===== src/sv/vrfla_pkg.sv =====
// Shared types, constants and helpers for the vertex range free list allocator.
// Used by the controller, the datapath and the top level. No dependencies.
`timescale 1ns / 1ps
package vrfla_pkg;

   localparam int MAX_FREE_RANGES = 32;
   localparam int ADDRESS_SPACE   = 65536;
   localparam int LEN_W           = 17;
   localparam int START_W         = 16;
   localparam logic [LEN_W-1:0] LEN_MAX = 17'h1FFFF;

   localparam logic OP_ALLOC   = 1'b0;
   localparam logic OP_RELEASE = 1'b1;

   localparam logic [1:0] ST_OK   = 2'd0;
   localparam logic [1:0] ST_FEW  = 2'd1;
   localparam logic [1:0] ST_FIT  = 2'd2;
   localparam logic [1:0] ST_FULL = 2'd3;

   localparam logic REG_CAPACITY = 1'b0;

   typedef enum logic [4:0] {
      CMD_NOP,
      CMD_INIT,
      CMD_LOAD,
      CMD_FAIL_FEW,
      CMD_FAIL_FIT,
      CMD_FAIL_FULL,
      CMD_READ_IDX,
      CMD_IDX_INC,
      CMD_A_CHECK,
      CMD_SET_K_BEST,
      CMD_READ_K1,
      CMD_WRITE_K,
      CMD_A_FINISH,
      CMD_S_BEGIN,
      CMD_S_LOAD0,
      CMD_S_TAIL,
      CMD_S_COMPARE,
      CMD_M_INIT,
      CMD_M_CHECK,
      CMD_M_SHEND,
      CMD_R_FINISH,
      CMD_EMIT
   } cmd_type;

   typedef struct packed {
      logic op;
      logic too_few;
      logic idx_end;
      logic k_end;
      logic found;
      logic full;
      logic small_table;
      logic swapped;
      logic exact;
      logic adj;
      logic out_free;
   } stat_type;

   function automatic logic [LEN_W-1:0] sat_add(input logic [LEN_W-1:0] a,
                                                input logic [LEN_W-1:0] b);
      logic [LEN_W:0] s;
      s = {1'b0, a} + {1'b0, b};
      return s[LEN_W] ? LEN_MAX : s[LEN_W-1:0];
   endfunction

endpackage


===== src/sv/vrfla_ram.sv =====
// Generic single write port, single read port RAM with registered read data.
// No dependencies.
`timescale 1ns / 1ps
module vrfla_ram #(
   parameter int WIDTH = 33,
   parameter int DEPTH = 32
) (
   input  logic                     clock,
   input  logic                     we,
   input  logic [$clog2(DEPTH)-1:0] waddr,
   input  logic [WIDTH-1:0]         wdata,
   input  logic [$clog2(DEPTH)-1:0] raddr,
   output logic [WIDTH-1:0]         rdata
);

   logic [WIDTH-1:0] mem_ff [DEPTH];
   logic [WIDTH-1:0] rdata_ff;

   always_ff @(posedge clock) begin
      if (we) begin
         mem_ff[waddr] <= wdata;
      end
      rdata_ff <= mem_ff[raddr];
   end

   assign rdata = rdata_ff;

endmodule


===== src/sv/vrfla_ctrl.sv =====
// Sequencer of the free list allocator: steps allocate scans, release sort and merge.
// Depends on vrfla_pkg; drives commands into vrfla_dp and reads its status.
`timescale 1ns / 1ps
module vrfla_ctrl (
   input  logic               clock,
   input  logic               reset,
   input  logic               req_valid,
   output logic               req_stall,
   input  vrfla_pkg::stat_type stat,
   output vrfla_pkg::cmd_type  cmd
);

   typedef enum logic [21:0] {
      S_INIT   = 22'h000001,
      S_IDLE   = 22'h000002,
      S_DISP   = 22'h000004,
      S_A_RD   = 22'h000008,
      S_A_CHK  = 22'h000010,
      S_A_END  = 22'h000020,
      S_A_SHRD = 22'h000040,
      S_A_SHWR = 22'h000080,
      S_A_FIN  = 22'h000100,
      S_P_RD   = 22'h000200,
      S_P_CHK  = 22'h000400,
      S_S_BEG  = 22'h000800,
      S_S_LD0  = 22'h001000,
      S_S_RD   = 22'h002000,
      S_S_CMP  = 22'h004000,
      S_M_RD   = 22'h008000,
      S_M_CHK  = 22'h010000,
      S_M_SHRD = 22'h020000,
      S_M_SHWR = 22'h040000,
      S_M_SHND = 22'h080000,
      S_R_FIN  = 22'h100000,
      S_DONE   = 22'h200000
   } state_type;

   state_type state_ff, state_in;

   always_comb begin
      state_in = state_ff;
      cmd      = vrfla_pkg::CMD_NOP;
      case (state_ff)
         S_INIT: begin
            cmd      = vrfla_pkg::CMD_INIT;
            state_in = S_IDLE;
         end
         S_IDLE: begin
            if (req_valid) begin
               cmd      = vrfla_pkg::CMD_LOAD;
               state_in = S_DISP;
            end
         end
         S_DISP: begin
            if (stat.op == vrfla_pkg::OP_ALLOC) begin
               if (stat.too_few) begin
                  cmd      = vrfla_pkg::CMD_FAIL_FEW;
                  state_in = S_DONE;
               end else begin
                  state_in = S_A_RD;
               end
            end else begin
               state_in = stat.full ? S_P_RD : S_S_BEG;
            end
         end
         S_A_RD: begin
            if (stat.idx_end) begin
               state_in = S_A_END;
            end else begin
               cmd      = vrfla_pkg::CMD_READ_IDX;
               state_in = S_A_CHK;
            end
         end
         S_A_CHK: begin
            cmd      = vrfla_pkg::CMD_A_CHECK;
            state_in = stat.exact ? S_A_END : S_A_RD;
         end
         S_A_END: begin
            if (stat.found) begin
               cmd      = vrfla_pkg::CMD_SET_K_BEST;
               state_in = S_A_SHRD;
            end else begin
               cmd      = vrfla_pkg::CMD_FAIL_FIT;
               state_in = S_DONE;
            end
         end
         S_A_SHRD: begin
            if (stat.k_end) begin
               state_in = S_A_FIN;
            end else begin
               cmd      = vrfla_pkg::CMD_READ_K1;
               state_in = S_A_SHWR;
            end
         end
         S_A_SHWR: begin
            cmd      = vrfla_pkg::CMD_WRITE_K;
            state_in = S_A_SHRD;
         end
         S_A_FIN: begin
            cmd      = vrfla_pkg::CMD_A_FINISH;
            state_in = S_DONE;
         end
         S_P_RD: begin
            if (stat.idx_end) begin
               cmd      = vrfla_pkg::CMD_FAIL_FULL;
               state_in = S_DONE;
            end else begin
               cmd      = vrfla_pkg::CMD_READ_IDX;
               state_in = S_P_CHK;
            end
         end
         S_P_CHK: begin
            if (stat.adj) begin
               state_in = S_S_BEG;
            end else begin
               cmd      = vrfla_pkg::CMD_IDX_INC;
               state_in = S_P_RD;
            end
         end
         S_S_BEG: begin
            if (stat.small_table) begin
               cmd      = vrfla_pkg::CMD_M_INIT;
               state_in = S_M_RD;
            end else begin
               cmd      = vrfla_pkg::CMD_S_BEGIN;
               state_in = S_S_LD0;
            end
         end
         S_S_LD0: begin
            cmd      = vrfla_pkg::CMD_S_LOAD0;
            state_in = S_S_RD;
         end
         S_S_RD: begin
            if (stat.idx_end) begin
               cmd      = vrfla_pkg::CMD_S_TAIL;
               state_in = stat.swapped ? S_S_BEG : S_M_RD;
            end else begin
               cmd      = vrfla_pkg::CMD_READ_IDX;
               state_in = S_S_CMP;
            end
         end
         S_S_CMP: begin
            cmd      = vrfla_pkg::CMD_S_COMPARE;
            state_in = S_S_RD;
         end
         S_M_RD: begin
            if (stat.idx_end) begin
               state_in = S_R_FIN;
            end else begin
               cmd      = vrfla_pkg::CMD_READ_IDX;
               state_in = S_M_CHK;
            end
         end
         S_M_CHK: begin
            cmd      = vrfla_pkg::CMD_M_CHECK;
            state_in = stat.adj ? S_M_SHRD : S_M_RD;
         end
         S_M_SHRD: begin
            if (stat.k_end) begin
               state_in = S_M_SHND;
            end else begin
               cmd      = vrfla_pkg::CMD_READ_K1;
               state_in = S_M_SHWR;
            end
         end
         S_M_SHWR: begin
            cmd      = vrfla_pkg::CMD_WRITE_K;
            state_in = S_M_SHRD;
         end
         S_M_SHND: begin
            cmd      = vrfla_pkg::CMD_M_SHEND;
            state_in = S_M_RD;
         end
         S_R_FIN: begin
            cmd      = vrfla_pkg::CMD_R_FINISH;
            state_in = S_DONE;
         end
         S_DONE: begin
            if (stat.out_free) begin
               cmd      = vrfla_pkg::CMD_EMIT;
               state_in = S_IDLE;
            end
         end
         default: begin
            state_in = S_INIT;
         end
      endcase
   end

   always_ff @(posedge clock) begin
      if (reset) begin
         state_ff <= S_INIT;
      end else begin
         state_ff <= state_in;
      end
   end

   assign req_stall = (state_ff != S_IDLE);

endmodule


===== src/sv/vrfla_dp.sv =====
// Datapath of the free list allocator: free table RAM, counters, totals, result register.
// Depends on vrfla_pkg and vrfla_ram; executes commands from vrfla_ctrl.
`timescale 1ns / 1ps
module vrfla_dp #(
   parameter int MAX_FREE_RANGES = vrfla_pkg::MAX_FREE_RANGES,
   parameter int ADDRESS_SPACE   = vrfla_pkg::ADDRESS_SPACE
) (
   input  logic                      clock,
   input  logic                      reset,
   input  vrfla_pkg::cmd_type        cmd,
   output vrfla_pkg::stat_type       stat,
   input  logic                      req_op,
   input  logic [16:0]               req_vertex_count,
   input  logic [15:0]               req_start_index,
   output logic                      rsp_valid,
   input  logic                      rsp_stall,
   output logic                      rsp_granted,
   output logic [1:0]                rsp_status,
   output logic [15:0]               rsp_chunk_start,
   output logic [16:0]               rsp_free_vertices,
   input  logic                      cfg_wr,
   input  logic [16:0]               cfg_data,
   output logic [16:0]               capacity
);

   localparam int IW = $clog2(MAX_FREE_RANGES);
   localparam int CW = $clog2(MAX_FREE_RANGES + 1);
   localparam int DW = vrfla_pkg::START_W + vrfla_pkg::LEN_W;
   localparam logic [16:0] AS_LEN = 17'(ADDRESS_SPACE);
   localparam logic [CW-1:0] MAX_CNT = CW'(MAX_FREE_RANGES);

   logic [16:0]   cap_ff, cap_in;
   logic [CW-1:0] used_ff, used_in;
   logic [16:0]   free_ff, free_in;
   logic [CW-1:0] idx_ff, idx_in;
   logic [CW-1:0] k_ff, k_in;
   logic [CW-1:0] best_ff, best_in;
   logic          op_ff, op_in;
   logic [16:0]   n_ff, n_in;
   logic [15:0]   cs_ff, cs_in;
   logic [16:0]   cc_ff, cc_in;
   logic          found_ff, found_in;
   logic [15:0]   best_start_ff, best_start_in;
   logic [16:0]   best_len_ff, best_len_in;
   logic          swapped_ff, swapped_in;
   logic [15:0]   carry_start_ff, carry_start_in;
   logic [16:0]   carry_len_ff, carry_len_in;
   logic          res_granted_ff, res_granted_in;
   logic [1:0]    res_status_ff, res_status_in;
   logic [15:0]   res_start_ff, res_start_in;
   logic          rsp_valid_ff, rsp_valid_in;
   logic          rsp_granted_ff, rsp_granted_in;
   logic [1:0]    rsp_status_ff, rsp_status_in;
   logic [15:0]   rsp_start_ff, rsp_start_in;
   logic [16:0]   rsp_free_ff, rsp_free_in;

   logic          we;
   logic [IW-1:0] waddr, raddr;
   logic [DW-1:0] wdata, rdata;
   logic [15:0]   rd_start;
   logic [16:0]   rd_len;
   logic [17:0]   req_end, ent_end;
   logic          adj;
   logic [CW:0]   k_next;
   logic [16:0]   cap_val;
   logic [CW-1:0] used_m1;

   vrfla_ram #(.WIDTH(DW), .DEPTH(MAX_FREE_RANGES)) u_table (
      .clock (clock),
      .we    (we),
      .waddr (waddr),
      .wdata (wdata),
      .raddr (raddr),
      .rdata (rdata)
   );

   assign rd_start = rdata[DW-1 -: 16];
   assign rd_len   = rdata[16:0];
   assign req_end  = {2'b00, cs_ff} + {1'b0, cc_ff};
   assign ent_end  = {2'b00, rd_start} + {1'b0, rd_len};
   assign adj      = ({2'b00, rd_start} == req_end) || (ent_end == {2'b00, cs_ff});
   assign k_next   = {1'b0, k_ff} + {{CW{1'b0}}, 1'b1};
   assign used_m1  = used_ff - CW'(1);

   always_comb begin
      cap_val = cfg_data;
      if (cap_val == 17'd0) begin
         cap_val = 17'd1;
      end else if (cap_val > AS_LEN) begin
         cap_val = AS_LEN;
      end
   end

   always_comb begin
      case (cmd)
         vrfla_pkg::CMD_READ_K1: raddr = k_next[IW-1:0];
         vrfla_pkg::CMD_S_BEGIN: raddr = '0;
         default:                raddr = idx_ff[IW-1:0];
      endcase
   end

   always_comb begin
      we    = 1'b0;
      waddr = '0;
      wdata = {16'd0, cap_ff};
      if (cfg_wr) begin
         we    = 1'b1;
         wdata = {16'd0, cap_val};
      end else begin
         case (cmd)
            vrfla_pkg::CMD_INIT: begin
               we = 1'b1;
            end
            vrfla_pkg::CMD_WRITE_K: begin
               we    = 1'b1;
               waddr = k_ff[IW-1:0];
               wdata = rdata;
            end
            vrfla_pkg::CMD_A_FINISH: begin
               we    = (best_len_ff > n_ff);
               waddr = used_m1[IW-1:0];
               wdata = {best_start_ff + n_ff[15:0], best_len_ff - n_ff};
            end
            vrfla_pkg::CMD_S_TAIL: begin
               we    = 1'b1;
               waddr = used_m1[IW-1:0];
               wdata = {carry_start_ff, carry_len_ff};
            end
            vrfla_pkg::CMD_S_COMPARE: begin
               we    = 1'b1;
               waddr = idx_ff[IW-1:0] - IW'(1);
               wdata = (carry_start_ff > rd_start) ? rdata : {carry_start_ff, carry_len_ff};
            end
            vrfla_pkg::CMD_R_FINISH: begin
               we    = 1'b1;
               waddr = used_ff[IW-1:0];
               wdata = {cs_ff, cc_ff};
            end
            default: begin
               we = 1'b0;
            end
         endcase
      end
   end

   always_comb begin
      cap_in         = cap_ff;
      used_in        = used_ff;
      free_in        = free_ff;
      idx_in         = idx_ff;
      k_in           = k_ff;
      best_in        = best_ff;
      op_in          = op_ff;
      n_in           = n_ff;
      cs_in          = cs_ff;
      cc_in          = cc_ff;
      found_in       = found_ff;
      best_start_in  = best_start_ff;
      best_len_in    = best_len_ff;
      swapped_in     = swapped_ff;
      carry_start_in = carry_start_ff;
      carry_len_in   = carry_len_ff;
      res_granted_in = res_granted_ff;
      res_status_in  = res_status_ff;
      res_start_in   = res_start_ff;
      rsp_granted_in = rsp_granted_ff;
      rsp_status_in  = rsp_status_ff;
      rsp_start_in   = rsp_start_ff;
      rsp_free_in    = rsp_free_ff;
      rsp_valid_in   = rsp_valid_ff && rsp_stall;
      case (cmd)
         vrfla_pkg::CMD_INIT: begin
            used_in = CW'(1);
            free_in = cap_ff;
         end
         vrfla_pkg::CMD_LOAD: begin
            op_in    = req_op;
            n_in     = req_vertex_count;
            cs_in    = req_start_index;
            cc_in    = req_vertex_count;
            idx_in   = '0;
            found_in = 1'b0;
         end
         vrfla_pkg::CMD_FAIL_FEW, vrfla_pkg::CMD_FAIL_FIT, vrfla_pkg::CMD_FAIL_FULL: begin
            res_granted_in = 1'b0;
            res_start_in   = '0;
            case (cmd)
               vrfla_pkg::CMD_FAIL_FEW: res_status_in = vrfla_pkg::ST_FEW;
               vrfla_pkg::CMD_FAIL_FIT: res_status_in = vrfla_pkg::ST_FIT;
               default:                 res_status_in = vrfla_pkg::ST_FULL;
            endcase
         end
         vrfla_pkg::CMD_IDX_INC: begin
            idx_in = idx_ff + CW'(1);
         end
         vrfla_pkg::CMD_A_CHECK: begin
            if ((rd_len == n_ff) ||
                ((n_ff < rd_len) && (!found_ff || (best_len_ff < rd_len)))) begin
               best_in       = idx_ff;
               best_start_in = rd_start;
               best_len_in   = rd_len;
               found_in      = 1'b1;
            end
            idx_in = idx_ff + CW'(1);
         end
         vrfla_pkg::CMD_SET_K_BEST: begin
            k_in = best_ff;
         end
         vrfla_pkg::CMD_WRITE_K: begin
            k_in = k_next[CW-1:0];
         end
         vrfla_pkg::CMD_A_FINISH: begin
            free_in        = free_ff - n_ff;
            used_in        = (best_len_ff > n_ff) ? used_ff : used_m1;
            res_granted_in = 1'b1;
            res_status_in  = vrfla_pkg::ST_OK;
            res_start_in   = best_start_ff;
         end
         vrfla_pkg::CMD_S_BEGIN: begin
            swapped_in = 1'b0;
         end
         vrfla_pkg::CMD_S_LOAD0: begin
            carry_start_in = rd_start;
            carry_len_in   = rd_len;
            idx_in         = CW'(1);
         end
         vrfla_pkg::CMD_S_TAIL, vrfla_pkg::CMD_M_INIT: begin
            idx_in = '0;
         end
         vrfla_pkg::CMD_S_COMPARE: begin
            if (carry_start_ff > rd_start) begin
               swapped_in = 1'b1;
            end else begin
               carry_start_in = rd_start;
               carry_len_in   = rd_len;
            end
            idx_in = idx_ff + CW'(1);
         end
         vrfla_pkg::CMD_M_CHECK: begin
            if (adj) begin
               cs_in = (rd_start < cs_ff) ? rd_start : cs_ff;
               cc_in = vrfla_pkg::sat_add(cc_ff, rd_len);
               k_in  = idx_ff;
            end else begin
               idx_in = idx_ff + CW'(1);
            end
         end
         vrfla_pkg::CMD_M_SHEND: begin
            used_in = used_m1;
            idx_in  = (idx_ff != '0) ? (idx_ff - CW'(1)) : '0;
         end
         vrfla_pkg::CMD_R_FINISH: begin
            used_in        = used_ff + CW'(1);
            free_in        = vrfla_pkg::sat_add(free_ff, n_ff);
            res_granted_in = 1'b1;
            res_status_in  = vrfla_pkg::ST_OK;
            res_start_in   = '0;
         end
         vrfla_pkg::CMD_EMIT: begin
            rsp_valid_in   = 1'b1;
            rsp_granted_in = res_granted_ff;
            rsp_status_in  = res_status_ff;
            rsp_start_in   = res_start_ff;
            rsp_free_in    = free_ff;
         end
         default: begin
            rsp_valid_in = rsp_valid_ff && rsp_stall;
         end
      endcase
      if (cfg_wr) begin
         cap_in  = cap_val;
         used_in = CW'(1);
         free_in = cap_val;
      end
   end

   always_ff @(posedge clock) begin
      if (reset) begin
         cap_ff       <= AS_LEN;
         used_ff      <= CW'(1);
         free_ff      <= AS_LEN;
         rsp_valid_ff <= 1'b0;
      end else begin
         cap_ff       <= cap_in;
         used_ff      <= used_in;
         free_ff      <= free_in;
         rsp_valid_ff <= rsp_valid_in;
      end
   end

   always_ff @(posedge clock) begin
      idx_ff         <= idx_in;
      k_ff           <= k_in;
      best_ff        <= best_in;
      op_ff          <= op_in;
      n_ff           <= n_in;
      cs_ff          <= cs_in;
      cc_ff          <= cc_in;
      found_ff       <= found_in;
      best_start_ff  <= best_start_in;
      best_len_ff    <= best_len_in;
      swapped_ff     <= swapped_in;
      carry_start_ff <= carry_start_in;
      carry_len_ff   <= carry_len_in;
      res_granted_ff <= res_granted_in;
      res_status_ff  <= res_status_in;
      res_start_ff   <= res_start_in;
      rsp_granted_ff <= rsp_granted_in;
      rsp_status_ff  <= rsp_status_in;
      rsp_start_ff   <= rsp_start_in;
      rsp_free_ff    <= rsp_free_in;
   end

   always_comb begin
      stat.op          = op_ff;
      stat.too_few     = (n_ff > free_ff);
      stat.idx_end     = (idx_ff >= used_ff);
      stat.k_end       = (k_next >= {1'b0, used_ff});
      stat.found       = found_ff;
      stat.full        = (used_ff == MAX_CNT);
      stat.small_table = (used_ff < CW'(2));
      stat.swapped     = swapped_ff;
      stat.exact       = (rd_len == n_ff);
      stat.adj         = adj;
      stat.out_free    = !rsp_valid_ff || !rsp_stall;
   end

   assign rsp_valid         = rsp_valid_ff;
   assign rsp_granted       = rsp_granted_ff;
   assign rsp_status        = rsp_status_ff;
   assign rsp_chunk_start   = rsp_start_ff;
   assign rsp_free_vertices = rsp_free_ff;
   assign capacity          = cap_ff;

`ifndef ASSERT_OFF
   a_finish_has_range: assert property (@(posedge clock) disable iff (reset)
      (cmd == vrfla_pkg::CMD_A_FINISH) |-> found_ff)
      else $error("allocate finished without a chosen range");

   a_emit_sets_valid: assert property (@(posedge clock) disable iff (reset)
      (cmd == vrfla_pkg::CMD_EMIT) |=> rsp_valid_ff)
      else $error("result register not loaded");

   a_taken_clears: assert property (@(posedge clock) disable iff (reset)
      (rsp_valid_ff && !rsp_stall && (cmd != vrfla_pkg::CMD_EMIT)) |=> !rsp_valid_ff)
      else $error("result item repeated after it was taken");
`endif

endmodule


===== src/sv/vertex_range_free_list_allocator.sv =====
// Vertex range free list allocator: first exact fit or first largest fit, release with
// sort and merge. The shortest item is an allocate refused for too few vertices; an
// allocate scans the table and shifts it, and a release (after an adjacency scan when the
// table is full) runs a stable bubble sort of the ranges in use and then merges adjacent
// ranges, each step reading the free table RAM (one write port, one read port). After
// reset the initial range is written before the first item is taken.
// Depends on vrfla_pkg, vrfla_ctrl, vrfla_dp and vrfla_ram.
`timescale 1ns / 1ps
module vertex_range_free_list_allocator #(
   parameter int MAX_FREE_RANGES = vrfla_pkg::MAX_FREE_RANGES,
   parameter int ADDRESS_SPACE   = vrfla_pkg::ADDRESS_SPACE
) (
   input  logic        clock,
   input  logic        reset,
   input  logic        req_valid,
   output logic        req_stall,
   input  logic        req_op,
   input  logic [16:0] req_vertex_count,
   input  logic [15:0] req_start_index,
   output logic        rsp_valid,
   input  logic        rsp_stall,
   output logic        rsp_granted,
   output logic [1:0]  rsp_status,
   output logic [15:0] rsp_chunk_start,
   output logic [16:0] rsp_free_vertices,
   input  logic        psel,
   input  logic        penable,
   input  logic        pwrite,
   input  logic [2:0]  paddr,
   input  logic [31:0] pwdata,
   output logic [31:0] prdata,
   output logic        pready
);

   vrfla_pkg::cmd_type  cmd;
   vrfla_pkg::stat_type stat;
   logic                cfg_wr;
   logic [16:0]         capacity;

   assign pready = 1'b1;
   assign cfg_wr = psel && penable && pwrite && (paddr[2] == vrfla_pkg::REG_CAPACITY);
   assign prdata = (paddr[2] == vrfla_pkg::REG_CAPACITY) ? {15'd0, capacity} : 32'd0;

   vrfla_ctrl u_ctrl (
      .clock     (clock),
      .reset     (reset),
      .req_valid (req_valid),
      .req_stall (req_stall),
      .stat      (stat),
      .cmd       (cmd)
   );

   vrfla_dp #(
      .MAX_FREE_RANGES (MAX_FREE_RANGES),
      .ADDRESS_SPACE   (ADDRESS_SPACE)
   ) u_dp (
      .clock             (clock),
      .reset             (reset),
      .cmd               (cmd),
      .stat              (stat),
      .req_op            (req_op),
      .req_vertex_count  (req_vertex_count),
      .req_start_index   (req_start_index),
      .rsp_valid         (rsp_valid),
      .rsp_stall         (rsp_stall),
      .rsp_granted       (rsp_granted),
      .rsp_status        (rsp_status),
      .rsp_chunk_start   (rsp_chunk_start),
      .rsp_free_vertices (rsp_free_vertices),
      .cfg_wr            (cfg_wr),
      .cfg_data          (pwdata[16:0]),
      .capacity          (capacity)
   );

endmodule


===== config.mk =====
export PLATFORM = sky130hd
export DESIGN_NAME = vertex_range_free_list_allocator
export DESIGN_NICKNAME = d
export VERILOG_FILES = /design/src/sv/vrfla_pkg.sv /design/src/sv/vrfla_ram.sv /design/src/sv/vrfla_ctrl.sv /design/src/sv/vrfla_dp.sv /design/src/sv/vertex_range_free_list_allocator.sv
export SDC_FILE = /design/constraint.sdc
export NUM_CORES = 2
export LEC_CHECK = 0
export ABC_AREA = 1
export BUFFER_PORTS_ARGS = -buffer_cell sky130_fd_sc_hd__buf_4
export CAP_MARGIN = 20
export CORE_MARGIN = 2
export CORE_UTILIZATION = 60
export CTS_CLUSTER_DIAMETER = 150
export CTS_CLUSTER_SIZE = 12
export DETAILED_ROUTE_END_ITERATION = 6
export GPL_TIMING_DRIVEN = 0
export PLACE_DENSITY_LB_ADDON = 0.12
export SYNTH_ARGS = -nofsm -noshare
export SYNTH_HDL_FRONTEND = slang
export SYNTH_SLANG_ARGS = --single-unit

===== constraint.sdc =====
create_clock -name clock -period 13.1 [get_ports clock]
set_input_delay 1.965 -clock clock [delete_from_list [all_inputs] [get_ports clock]]
set_output_delay 1.965 -clock clock [all_outputs]
set_load 0.01 [all_outputs]

Word-level counts from Yosys, hierarchy flattened --
Memories as Yosys holds them, arrays and structs flattened. A register that Yosys moved wholly into a read port is not among the register bits. Index checks and enable logic that the tools add are counted.
Storage, ports and cells: register bits after elaboration 255, output and inout port bits 71, memories 1, bits of input ports 76, RAM bits 1056, word-level logic and storage cells 225
Memory list:
- u_dp.u_table.mem_ff | depth 32, width 33, rd ports 1, clocked after Yosys merged registers in 1, write ports 1, RTL line vrfla_ram.sv:16 | logic [WIDTH-1:0] mem_ff [DEPTH];
Cells by class: add/sub/neg operators 13, equality and inequality tests 56, mux-type cells 72, magnitude comparators 10, bitwise logic cells 1, reduce and logical (&&, ||, !) cells 47
Operator list (number):
- $pmux W22 S20 | 1
- $pmux W33 S5 | 1
- $mux W22 | 7
- $mux W17 | 8
- $pmux W16 S2 | 3
- $pmux W5 S19 | 1
- $mux W16 | 5
- $pmux W17 S2 | 2
- $mux W33 | 2
- $pmux W17 S3 | 1
- $eq A5 B4 Y1 const B | 8
- $add A16 B17 Y18 | 2
- $add A17 B17 Y18 | 2
- $mux W6 | 6
- $gt A17 B17 Y1 | 2
- $lt A17 B17 Y1 | 2
- $sub A17 B17 Y17 | 2
- $eq A5 B5 Y1 const B | 6
- $pmux W6 S5 | 1
- $mux W12 | 2
- $pmux W6 S4 | 1
- $eq A22 B1 Y1 const B | 1
- $eq A22 B10 Y1 const B | 1
- $eq A22 B11 Y1 const B | 1
- 70 further kinds | 131

Longest topological paths before layout --
word-level depth 11, gate-level depth with buffers 26, gate-level depth less buffers 26

Cells and area by module --
From an unflattened synthesis, not the netlist that was laid out.
Second synthesis, totals: cells, all modules 6633, area total of the unflattened synthesis 65197.5 um^2
By module, submodules not included:
- vrfla_ram | area each 43680.6 um^2, sequential area each 32371.0 um^2, instances 1, cells each 3645
- vrfla_dp | area each 19493.7 um^2, sequential area each 6586.3 um^2, instances 1, cells each 2659
- vrfla_ctrl | area each 1726.7 um^2, sequential area each 440.4 um^2, instances 1, cells each 271
- vertex_range_free_list_allocator | area each 296.5 um^2, sequential area each 0.0 um^2, instances 1, cells each 58

Least setup slack after synthesis --
No wires, ideal clock.
path type input to register, start point input port rsp_stall, end point memory u_dp.u_table.mem_ff[12][0] (enable), library setup time 0.423 ns, path slack 6.456 ns, data arrival time 6.221 ns, data required time 12.677 ns, stages on the path 15, buffers on the path 0, cell sequence nand2_1 -> inv_1 -> nor2_1 -> nor4_1 -> nand2_1 -> nor2_1 -> nand3_1 -> nand3_2 -> nand3_2 -> nand2_4 -> inv_4 -> nand2_2 -> nor2_1 -> nand2_1 -> nor2_1
On the way: cells in the longest elaborated chain, start to end 10, elaborated cells between the ends (all ways) 18, those cells by class eq/ne (6); mux (8); reduce/logical (4)
RTL lines:
- start: declaration | RTL line vertex_range_free_list_allocator.sv:21 | input logic rsp_stall,
- $logic_not A1 Y1 * | RTL line vrfla_dp.sv:325 | stat.out_free = !rsp_valid_ff || !rsp_stall;
- $logic_or A1 B1 Y1 * | RTL line vrfla_dp.sv:325
- $mux W5 * | RTL line vrfla_ctrl.sv:179 | if (stat.out_free) begin
- $pmux W5 S19 * | RTL line vrfla_ctrl.sv:43 | case (state_ff)
- $eq A5 B1 Y1 (tied with other cells) | RTL line vrfla_dp.sv:110 | case (cmd)
- $reduce_or A5 Y1 (no line)
- $pmux W1 S2 | RTL line vrfla_dp.sv:110
- $mux W1 | RTL line vrfla_dp.sv:106 | if (cfg_wr) begin
- $mux W1 | RTL line vrfla_ram.sv:20 | if (we) begin
- $mux W1 (implied by the code) | RTL line vrfla_ram.sv:21 | mem_ff[waddr] <= wdata;
- end: declaration | RTL line vrfla_ram.sv:16
Mark *: on every way between the ends. The rest lies on a longest branch, timed or not.

Worst setup path in the final report --
start point register u_dp.u_table.rdata_ff[0], in the netlist u_dp.u_table.rdata[0] (read register of u_dp.u_table.mem_ff), end point memory u_dp.u_table.mem_ff[30][25] (enable)
On the way: cells in the longest elaborated chain, start to end 11, elaborated cells between the ends (all ways) 19, those cells by class add/sub (1); eq/ne (7); mux (8); reduce/logical (3)
RTL lines:
- start: declaration | RTL line vrfla_ram.sv:17 | logic [WIDTH-1:0] rdata_ff;
- $add A16 B17 Y18 * | RTL line vrfla_dp.sv:80 | assign ent_end = {2'b00, rd_start} + {1'b0, rd_len};
- $eq A18 B16 Y1 * | RTL line vrfla_dp.sv:81 | assign adj = ({2'b00, rd_start} == req_end) || (ent_end == {2'b00, cs_ff});
- $logic_or A1 B1 Y1 * | RTL line vrfla_dp.sv:81
- $mux W3 * | RTL line vrfla_ctrl.sv:113 | if (stat.adj) begin
- $pmux W5 S19 * | RTL line vrfla_ctrl.sv:43
- $eq A5 B1 Y1 (tied with other cells) | RTL line vrfla_dp.sv:110
- $reduce_or A5 Y1 (no line)
- $pmux W1 S2 | RTL line vrfla_dp.sv:110
- $mux W1 | RTL line vrfla_dp.sv:106
- $mux W1 | RTL line vrfla_ram.sv:20
- $mux W1 (implied by the code) | RTL line vrfla_ram.sv:21
Marks and branches as above.

==> impl_metrics.py <==
metrics = {
    "clocking": {
        "cts_setup_buffers": 0,
        "path_clk_slew_ns": 0.06,
        "h-tree-depth": 3,
        "cts-buffers-inserted": 121,
        "cts_buffer_depth": 3,
        "root_buffer": "clkbuf_16",
        "insertion_delay_ns": 0.75,
        "cts_tree": "done",
        "cts_hold_buf": 0,
        "ctsResizeCount": 0,
        "cts.sinks": 1344,
    },
    "synthesis": {
        "yosys_warnings": 0,
        "synth_top_family_by_area": "simple AND/OR/NAND/NOR gates",
        "synth_common_cells": "1248 x edfxtp_1, 908 x nor2_1, 663 x o21ai_0",
        "ys_seq_area_frac": 0.6317,
        "async_flop_share": 0,
        "ys_types": 64,
        "synth_area_per_cell_um2": 10.73,
        "synth_seq_cells": 1344,
        "synth_fa_ha_area_frac": 0.04177,
        "yosys-mux-area-fraction": 0,
        "synthFlopType": "edfxtp_1",
        "synthXorXnorAreaFrac": 0.01222,
        "netlist.area_leader.share": 0.6009,
        "yosysMostFrequentCell": "edfxtp_1",
        "synth-edff-count": 1248,
        "yosys.area.top_type": "edfxtp_1",
        "synth_compound_area_frac": 0.1305,
        "synth-simple-area-share": 0.1312,
        "yosys-top-cells-area": "edfxtp_1 60%, nor2_1 5.5%, o21ai_0 5.3%",
        "syn-cell-area_mm2": 0.06236,
        "syn_inst": 5810,
    },
    "timing": {
        "slew_headroom": 0.1822,
        "hold_viol": 0,
        "period_needed_ns": 6.417,
        "clock_skew_ns": 0.04150,
        "finalSetupViolations": 0,
        "finalSetupTns_ns": 0,
        "max_freq_mhz": 155.8,
        "fin_crit_sh": 0.4899,
        "drv_slew": 0,
        "rsz0062_at_grt": "no",
        "worstMarginPinSlew_ns": 1.216,
    },
    "detailed_routing": {
        "via_per_inst": 6.175,
        "wl_per_cell_um": 26.23,
        "route.detailed.drc": 2,
        "drtIter0Drc": 6137,
        "drt_pass1_iterations": 7,
        "routed_wl_um": 198200,
        "vias": 46680,
        "drtAntennaViolNets": 0,
    },
    "finish": {
        "fin_nets": 6408,
        "drive_above_1_share": 0.08950,
        "area_delta_synth_final_pct": 12.69,
        "final_util": 0.6800,
        "n_antenna_cell": 0,
    },
    "grt": {
        "first_global_vias": 44130,
        "grt_max_degree": 34,
        "track_usage": 0.3670,
        "antenna_found_initial": 6,
        "grt_pass1_wl_um": 285200,
        "overflow": 0,
    },
    "power": {
        "ir_worst_vdd_uv": 142.5,
        "power_density_mw_per_mm2": 134.9,
        "p_leak_nw": 27.10,
        "power_mw": 9.480,
    },
    "floorplanning": {
        "rows": 118,
        "core_area_mm2": 0.1033,
        "die_h_um": 326.4,
        "start_util": 0.6034,
        "io_pins": 147,
        "die_area_mm2": 0.1065,
        "die_x_um": 326.4,
    },
    "placement": {
        "place_congestion": 1.002,
        "place_hpwl_um": 145900,
        "io_buffers": 112,
    },
    "setup_path": {
        "worstSetupPathType": "reg -> reg",
        "timing.rr.end": "u_dp.u_table.mem_ff[30][25]$_DFFE_PP_",
        "critPathRequiredTime_ns": 13.43,
        "crit_arrival_ns": 6.75,
        "r2r_start": "u_dp.u_table.rdata[0]$_DFF_P_",
        "end_kind": "flip-flop",
        "r2r_slack_ns": 6.68,
        "cp-start-kind": "flip-flop",
        "critPathMaxFanout": 33,
        "rr_worst_depth": 21,
    },
    "worst_hold_path": {
        "hold_end": "u_dp.rsp_status[0]$_DFFE_PP_",
        "hold_class": "reg -> reg",
        "worstHoldStart": "u_dp.res_status_ff[0]$_SDFFCE_PN0P_",
        "min_path_cells": 0,
    },
    "status": {
        "status": "finished with violations",
        "violations": "DRC",
    },
    "run": {
        "maxCapViolCount": 0,
    },
}
## worst max-delay path, cell delays in order (launching register included)
cell and delay [ns]:
dfxtp_1 0.70, ha_1 0.29, inv_1 0.06, fa_1 0.37, inv_1 0.06, nand2_1 0.08
nand2_1 0.10, and2_1 0.26, nor2_1 0.07, nor2_1 0.10, nand3_1 0.08, nor2_1 0.16
nand4_1 0.10, nor2_1 0.15, nand3_1 0.38, nand3_2 0.28, nand4_1 0.36, nand4_1 0.23
nand4_1 0.32, inv_1 0.16, nand4_2 0.60, nor2_4 1.05
## sequential cells by signal, indices dropped and copies added, names as in the netlist, 16 cells and up
register,count
u_dp.u_table.mem_ff,1056
u_dp.u_table.rdata,33
u_ctrl.state_ff,22
u_dp.best_len_ff,17
u_dp.capacity,17
u_dp.carry_len_ff,17
u_dp.cc_ff,17
u_dp.free_ff,17
u_dp.n_ff,17
u_dp.rsp_free_vertices,17
u_dp.best_start_ff,16
u_dp.carry_start_ff,16
u_dp.cs_ff,16
u_dp.res_start_ff,16
u_dp.rsp_chunk_start,16
## cell families (layout without fill, tap and decap cells)
group,after synthesis,after routing
and+or+nand+nor,1964,1964
AOI/OAI and AO/OA,1404,1404
DFF,1344,1344
buffers and inverters,805,1160
adders and majority gates,204,204
xor gates and xnor gates,87,87
other,2,16
## worst max-delay path by stage
stage / startpoint / slack, ns / to / cells after the start
floorplan: rsp_stall / 6.46 / u_dp.u_table.mem_ff[12][0]$_DFFE_PP_ / 15
global placement: rsp_stall / 3.12 / u_dp.u_table.mem_ff[12][18]$_DFFE_PP_ / 13
detailed placement: u_dp.u_table.rdata[0]$_DFF_P_ / 6.82 / u_dp.u_table.mem_ff[30][23]$_DFFE_PP_ / 21
CTS: u_dp.u_table.rdata[0]$_DFF_P_ / 6.78 / u_dp.u_table.mem_ff[30][25]$_DFFE_PP_ / 21
global route: u_dp.u_table.rdata[0]$_DFF_P_ / 6.35 / u_dp.u_table.mem_ff[30][26]$_DFFE_PP_ / 21
finish: u_dp.u_table.rdata[0]$_DFF_P_ / 6.68 / u_dp.u_table.mem_ff[30][25]$_DFFE_PP_ / 21
## placed cells by master, fill, tap and decap left out, types with 12 or more instances in the layout
cell type / synthesis / final
nand3_1: 238 / 238
nor2_1: 908 / 875
o22ai_1: 21 / 21
clkbuf_1: 164 / 210
o211ai_1: 280 / 280
buf_4: 21 / 133
conb_1: 2 / 16
nor2_4: 3 / 36
inv_2: 13 / 13
edfxtp_1: 1248 / 1248
nor3_1: 44 / 44
nand2_1: 646 / 640
dfxtp_1: 96 / 96
o221ai_1: 14 / 14
buf_12: 0 / 29
clkbuf_16: 0 / 124
a31oi_1: 29 / 27
o21bai_1: 13 / 13
buf_6: 7 / 12
nor4_1: 14 / 14
a21oi_1: 266 / 261
ha_1: 197 / 197
o21ai_1: 37 / 37
nand4_1: 43 / 43
xor2_1: 67 / 67
xnor2_1: 20 / 20
inv_1: 493 / 493
or2_2: 16 / 16
buf_2: 90 / 90
o21ai_0: 663 / 662
buf_16: 0 / 28
buf_1: 13 / 13
## per-layer routing
metal / vias up / GRT usage / part of all wire
met5: - / 0 / 0
met4: 0 / 0.1980 / 0.059
met3: 496 / 0.06200 / 0.11
met2: 2782 / 0.5825 / 0.46
met1: 22220 / 0.4877 / 0.37
li1: 21180 / - / -
## report_power, final
group	internal [mW]	total (mW)	leakage, nW	switching, mW
clock	1.71	3.22	1.61	1.51
sequential	4.77	4.89	13.4	0.126
combinational	0.412	1.37	12.1	0.954
## through the flow
stage	worst slack [ns]	hold WS [ns]	cells	cell area (um2)
after floorplan	6.456	0.4003	5824	62420
after global placement	3.123	0.4017	7316	64980
after detailed placement	6.820	0.4045	7380	66800
after CTS	6.781	0.4183	7554	70140
after global routing	6.348	0.4210	7559	70280
final	6.683	0.4160	7559	70280
## final cells by class
type	instances	area, um2
Tap cell	1380	1727
Clock inverter	4	67.56
Fill cell	7787	33070
Timing Repair Buffer	181	2354
Sequential cell	1344	39400
Multi-Input combinational cell	3675	20190
Inverter	510	1917
Buffer	295	1351
Clock buffer	170	3276
Power figures use the tool's default switching activity.
